File: config.mk
export PLATFORM = sky130hd
export DESIGN_NAME = msbs_ctrl
export DESIGN_NICKNAME = d
export VERILOG_FILES = /design/src/sv/msbs_pkg.sv /design/src/sv/msbs_ctrl.sv
export SDC_FILE = /design/constraint.sdc
export NUM_CORES = 1
export LEC_CHECK = 0
export BUFFER_PORTS_ARGS = -buffer_cell sky130_fd_sc_hd__buf_4
export CAP_MARGIN = 10
export CORE_MARGIN = 5
export CORE_UTILIZATION = 35
export CTS_CLUSTER_DIAMETER = 60
export DETAILED_ROUTE_END_ITERATION = 8
export HOLD_SLACK_MARGIN = 0.06
export PLACE_DENSITY = 0.55
export SYNTH_ARGS = -nofsm -noshare
export SYNTH_HDL_FRONTEND = slang
export SYNTH_SLANG_ARGS = --single-unit
File: constraint.sdc
create_clock -name clock -period 1.75 [get_ports clock]
set_clock_uncertainty 0.15 [all_clocks]
set_input_delay 0.0875 -clock clock [delete_from_list [all_inputs] [get_ports clock]]
set_output_delay 0.0875 -clock clock [all_outputs]
set_load 0.02 [all_outputs]
File: src/sv/msbs_pkg.sv
// Shared types and field widths for the matrix store bilinear sampler.
package msbs_pkg;

   // Fixed widths of the transaction fields and configuration registers.
   localparam int OP_W   = 2;
   localparam int IDX_W  = 6;
   localparam int VAL_W  = 16;
   localparam int POS_W  = 14;
   localparam int CFG_W  = 7;
   localparam int RES_W  = 16;
   localparam int CSR_AW = 1;

   // Request payload width: row, col, value, row_pos, col_pos.
   localparam int REQ_DATA_W = 2 * IDX_W + VAL_W + 2 * POS_W;

   // Operation codes.
   localparam logic [OP_W-1:0] OP_WRITE  = 2'd0;
   localparam logic [OP_W-1:0] OP_READ   = 2'd1;
   localparam logic [OP_W-1:0] OP_SAMPLE = 2'd2;

   // Register indexes.
   localparam logic [CSR_AW-1:0] CSR_ROWS = 1'b0;
   localparam logic [CSR_AW-1:0] CSR_COLS = 1'b1;

   // Number of bits that select one of the four neighbor cells.
   localparam int CELL_BITS = 2;

   // Commands from the controller to the datapath.
   typedef struct packed {
      logic                 capture;
      logic                 rd_en;
      logic [CELL_BITS-1:0] nbr;
      logic                 mul_en;
      logic                 acc_en;
      logic                 load_out;
   } cmd_type;

   // Status from the datapath to the controller.
   typedef struct packed {
      logic go_read;
      logic go_sample;
      logic out_free;
   } status_type;

endpackage

File: src/sv/msbs_ctrl.sv
// Controller state machine of the matrix store bilinear sampler.
module msbs_ctrl
   import msbs_pkg::*;
(
   input  logic       clock,
   input  logic       reset,
   input  logic       req_tvalid,
   output logic       req_tready,
   input  status_type status,
   output cmd_type    cmd
);

   // State codes.
   localparam logic [1:0] ST_IDLE   = 2'd0;
   localparam logic [1:0] ST_READ   = 2'd1;
   localparam logic [1:0] ST_SAMPLE = 2'd2;
   localparam logic [1:0] ST_DONE   = 2'd3;

   // Step counts of the sample sequence: four reads, multiply, accumulate.
   localparam logic [2:0] RD_LAST   = 3'd3;
   localparam logic [2:0] MUL_FIRST = 3'd1;
   localparam logic [2:0] MUL_LAST  = 3'd4;
   localparam logic [2:0] ACC_FIRST = 3'd2;
   localparam logic [2:0] ACC_LAST  = 3'd5;

   logic [1:0] state_ff;
   logic [1:0] state_in;
   logic [2:0] cnt_ff;
   logic [2:0] cnt_in;

   // Next state and command decode.
   always_comb begin
      state_in   = state_ff;
      cnt_in     = cnt_ff;
      cmd        = '0;
      req_tready = 1'b0;
      unique case (state_ff)
         ST_IDLE: begin
            req_tready = 1'b1;
            if (req_tvalid) begin
               cmd.capture = 1'b1;
               cnt_in      = '0;
               priority if (status.go_read) begin
                  state_in = ST_READ;
               end else if (status.go_sample) begin
                  state_in = ST_SAMPLE;
               end else begin
                  state_in = ST_DONE;
               end
            end
         end
         ST_READ: begin
            cmd.rd_en = 1'b1;
            state_in  = ST_DONE;
         end
         ST_SAMPLE: begin
            cmd.rd_en  = (cnt_ff <= RD_LAST);
            cmd.nbr    = cnt_ff[CELL_BITS-1:0];
            cmd.mul_en = (cnt_ff >= MUL_FIRST) && (cnt_ff <= MUL_LAST);
            cmd.acc_en = (cnt_ff >= ACC_FIRST);
            if (cnt_ff == ACC_LAST) begin
               state_in = ST_DONE;
            end else begin
               cnt_in = cnt_ff + 3'd1;
            end
         end
         ST_DONE: begin
            if (status.out_free) begin
               cmd.load_out = 1'b1;
               state_in     = ST_IDLE;
            end
         end
         default: begin
            state_in = ST_IDLE;
         end
      endcase
   end

   // State and step counter registers.
   always_ff @(posedge clock) begin
      if (reset) begin
         state_ff <= ST_IDLE;
         cnt_ff   <= '0;
      end else begin
         state_ff <= state_in;
         cnt_ff   <= cnt_in;
      end
   end

endmodule

==> results.env <==
RUN_STATUS='completed'
FLOORPLAN.DIE_AREA_UM2=2173
CLK_PIN_SLEW_PS=40
CRITPATHCAPTURETYPE='output pin'
P_LEAK_nW=0.3068
SYNTH_CELL_TYPES=23
PERIOD_SHARE_PCT=95.22
SYN-CELL-AREA_UM2=469.2
TRITONCTS.NUM_BUFFERS=3
FINALHOLDWORSTSLACK_PS=104.2
SYNTHESIS.INSTANCES=57
SYNTH.TOP_CELL.AREA_SHARE_PCT=24.00
CP.BUFFERS_INVERTERS=2
CTS_HTREE_LEVELS=1
ROW_COUNT=13
DIE_Y_UM=46.62
IO-PIN-COUNT=14
POSTPLACECELLAREA_UM2=595.6
GROUTE.USAGE.OVERALL_PCT=10.87
ANTENNADIODECOUNT=0
HOLD_VIOL_FINAL=0
SYNTH_TOP_CELL_BY_AREA='sky130_fd_sc_hd__ha_1'
DRT_ITER0_MARKERS=12
WORST-SETUP-PATH-TYPE='flip-flop to output pin'
MAXCLOCKFREQUENCY_GHz=0.6001
PORTBUFS=13
DP_HPWL_UM=798.5
MAXCAPVIOLATIONS=0
INITIAL_UTILIZATION_PCT=36.51
CRITPATHARRIVALTIME_PS=1430
GRT_START_MAX_NET_PINS=12
WIRE_PER_INST_UM=11.77
YS_DOMINANT_REG_CELL='sky130_fd_sc_hd__dfxtp_1'
WORST_SLEW_PIN_SLEW_PS=239.6
GLOBALROUTEOVERFLOWTOTAL=0
GLOBALROUTEMET2UTIL_PCT=14.56
CLOCK_INSERTION_DELAY_WORST_SKEW_PS=230
DETAIL_ROUTE.VIAS_PER_CELL=4.796
CTS_TREE='yes'
MAXSLEWVIOLCOUNT=0
HOLD_CLASS='input port to flip-flop'
NUMBER_OF_FLOPS_MAPPED_TO_ENABLE_CELLS_BY_YOSYS=0
POWER_DENSITY_nW_PER_UM2=1209
SYN_AREA_PER_CELL_UM2=8.232
INITIAL_ANTENNA_VIOLATION_COUNT=0
POST-SYNTH-TOP-COUNT-CELL='sky130_fd_sc_hd__ha_1'
AREA_GROWTH_SYN_TO_LAYOUT_PCT=41.07
YOSYS_REGISTER_BITS=5
SYNTH_WARNINGS=0
GRT_FIRST_PASS_WIRELENGTH_UM=1704
CLOCK_TREE.ROOT_CELL='sky130_fd_sc_hd__clkbuf_4'
USE_MET3_PCT=1.172
CRITPATHREQUIREDTIME_PS=1510
GRT_PASS1_VIAS=397
NETS=94
SYNTH.NET_COUNT=72
SLEW-LIMIT-HEADROOM_PCT=83.57
DETAIL_ROUTE.FIRST_PASS.ITERATIONS=4
VIA_COUNT=446
WL_UM=1095
CP_TOP_FAMILY='adder cells'
TOTAL_SETUP_BUFFERS_INSERTED_AFTER_CTS=0
FINAL_ANTENNA_NET_COUNT=0
GLOBAL_ROUTE_MET1_USAGE_PCT=16.17
CP_MAX_FO=6
FLOORPLAN.DIE.WIDTH_UM=46.62
SYNTH.YOSYS.SEQ_AREA_SHARE_PCT=21.33
CRIT_PATH_MAX_INCR_DELAY_PS=310
CTS_SINKS=5
SYNTHTOPCELLSBYCOUNT='9 x sky130_fd_sc_hd__ha_1, 7 x sky130_fd_sc_hd__inv_1, 5 x sky130_fd_sc_hd__dfxtp_1'
GP_ROUTABILITY_CONGESTION=0.7465
FIN_CRIT_PS=1666
POST-ROUTE-DRC-COUNT=0
LAYOUT.CELL_AREA.NON_FILLER_UM2=661.9
LAYOUT-DRIVE-GT1-SHARE_PCT=30.77
WORST_PATH_MOST_REPEATED_CELL='sky130_fd_sc_hd__buf_4'
CLOCK_TREE.BUFFER_DEPTH=2
VDD_DROP_MAX_V=0.0008178
CRIT_PATH_CELL_TRACE='buf_4, ha_1, ha_2, nor3_2, nor2_1, buf_4'
CP-START-KIND='flip-flop'
SYNTHTOPCELLSBYAREA='sky130_fd_sc_hd__ha_1 24%, sky130_fd_sc_hd__dfxtp_1 21%, sky130_fd_sc_hd__mux2i_1 6.4%, sky130_fd_sc_hd__inv_1 5.6%, sky130_fd_sc_hd__and2_1 5.3%'
GRT_MOST_USED_LAYER='met1'
TIMING.CRITICAL_PATH.SLOWEST_STAGE_CELL='sky130_fd_sc_hd__dfxtp_1'
CORE-AREA_UM2=1285
FINALSETUPVIOLATIONS=0
YS_ASYNC_SR_FRACTION_PCT=0
-- cells in the final DEF (no fill, tap or decap), drive strengths merged --
cell / netlist / routed
dfxtp: 5 / 5
nand3: 1 / 1
nand4: 2 / 2
and2: 4 / 4
nand2: 2 / 2
o21a: 1 / 1
buf: 1 / 15
nor3: 2 / 2
inv: 7 / 7
mux2i: 3 / 3
nor2: 2 / 2
o21ai: 4 / 4
ha: 9 / 9
a221o: 1 / 1
and3: 1 / 1
a31oi: 1 / 1
clkbuf: 0 / 4
a21oi: 4 / 4
a311o: 1 / 1
nand4b: 1 / 1
nor2b: 1 / 1
a211o: 1 / 1
nand2b: 3 / 3
dlygate4sd3: 0 / 3
-- report_power, final --
group / internal (mW) / total, mW / switching, mW
clock: 0.0859 / 0.129 / 0.0427
sequential: 0.143 / 0.171 / 0.0272
combinational: 0.226 / 0.501 / 0.275
total: 0.455 / 0.800 / 0.345
-- layer usage --
| layer | vias to the layer above | share of wire [%] |
|---|---|---|
| li1 | 244 | - |
| met1 | 194 | 49 |
| met3 | 0 | 4.9 |
| met2 | 8 | 46 |
| met4 | 0 | 0 |
| met5 | - | 0 |
-- path summary, 6_finish.rpt --
kind / startpoint / endpoint / slack, ps / cells past startpoint
min reg2reg: state_ff[0] / state_ff[0] / 370 / 2
max reg2reg: state_ff[0] / state_ff[1] / 140 / 5
max: cnt_ff[0] / cmd[5] / 80 / 6
min: req_tvalid / cnt_ff[0] / 100 / 4
-- registers in the layout, summed over array words and instances, names as in the netlist --
name and count:
state_ff 2, cnt_ff 3
-- cell families (layout without fill, tap and decap cells) --
| group | Yosys count | after routing | synth area share (%) |
|---|---|---|---|
| adder cells (fa/ha/maj) | 9 | 9 | 24.00 |
| buffers and inverters | 8 | 29 | 6.667 |
| AND/OR/NAND/NOR | 19 | 19 | 23.73 |
| flip-flops | 5 | 5 | 21.33 |
| multiplexers | 3 | 3 | 6.400 |
| AO/OA/AOI/OAI | 13 | 13 | 17.87 |
-- stage by stage --
stage | power [mW] | util (%) | cells | TNS (ps) | setup slack, ps
after floorplan | 0.5139 | - | 57 | 0 | 147.2
after global placement | 0.6612 | 46.35 | 86 | 0 | 184.8
after detailed placement | 0.6607 | 46.35 | 86 | 0 | 151.1
after CTS | 0.8014 | 50.73 | 93 | 0 | 35.77
after global routing | 0.8745 | 51.51 | 93 | -3.812 | -3.812
final | 0.8003 | 51.51 | 93 | 0 | 83.62
-- worst min-delay path: stages --
cell,delay (ps)
sky130_fd_sc_hd__buf_4,90
sky130_fd_sc_hd__mux2i_1,100
sky130_fd_sc_hd__nand2_1,80
sky130_fd_sc_hd__a31oi_1,80
-- final cells by class --
cell class                      instances  area (um^2)
Tap cell                               15        18.77
Inverter                                7        26.28
Sequential cell                         5        100.1
Fill cell                             131        623.1
Multi-Input combinational cell         44        347.8
Timing Repair Buffer                   18        142.6
Clock buffer                            4        26.28
-- timing repair --
action | CTS | global route
hold buffers | 3 | 0
endpoints found under the hold margin | 5 | 0
resized for setup | 0 | 3
setup endpoints to repair | 0 | 2
Power figures use the tool's default switching activity.
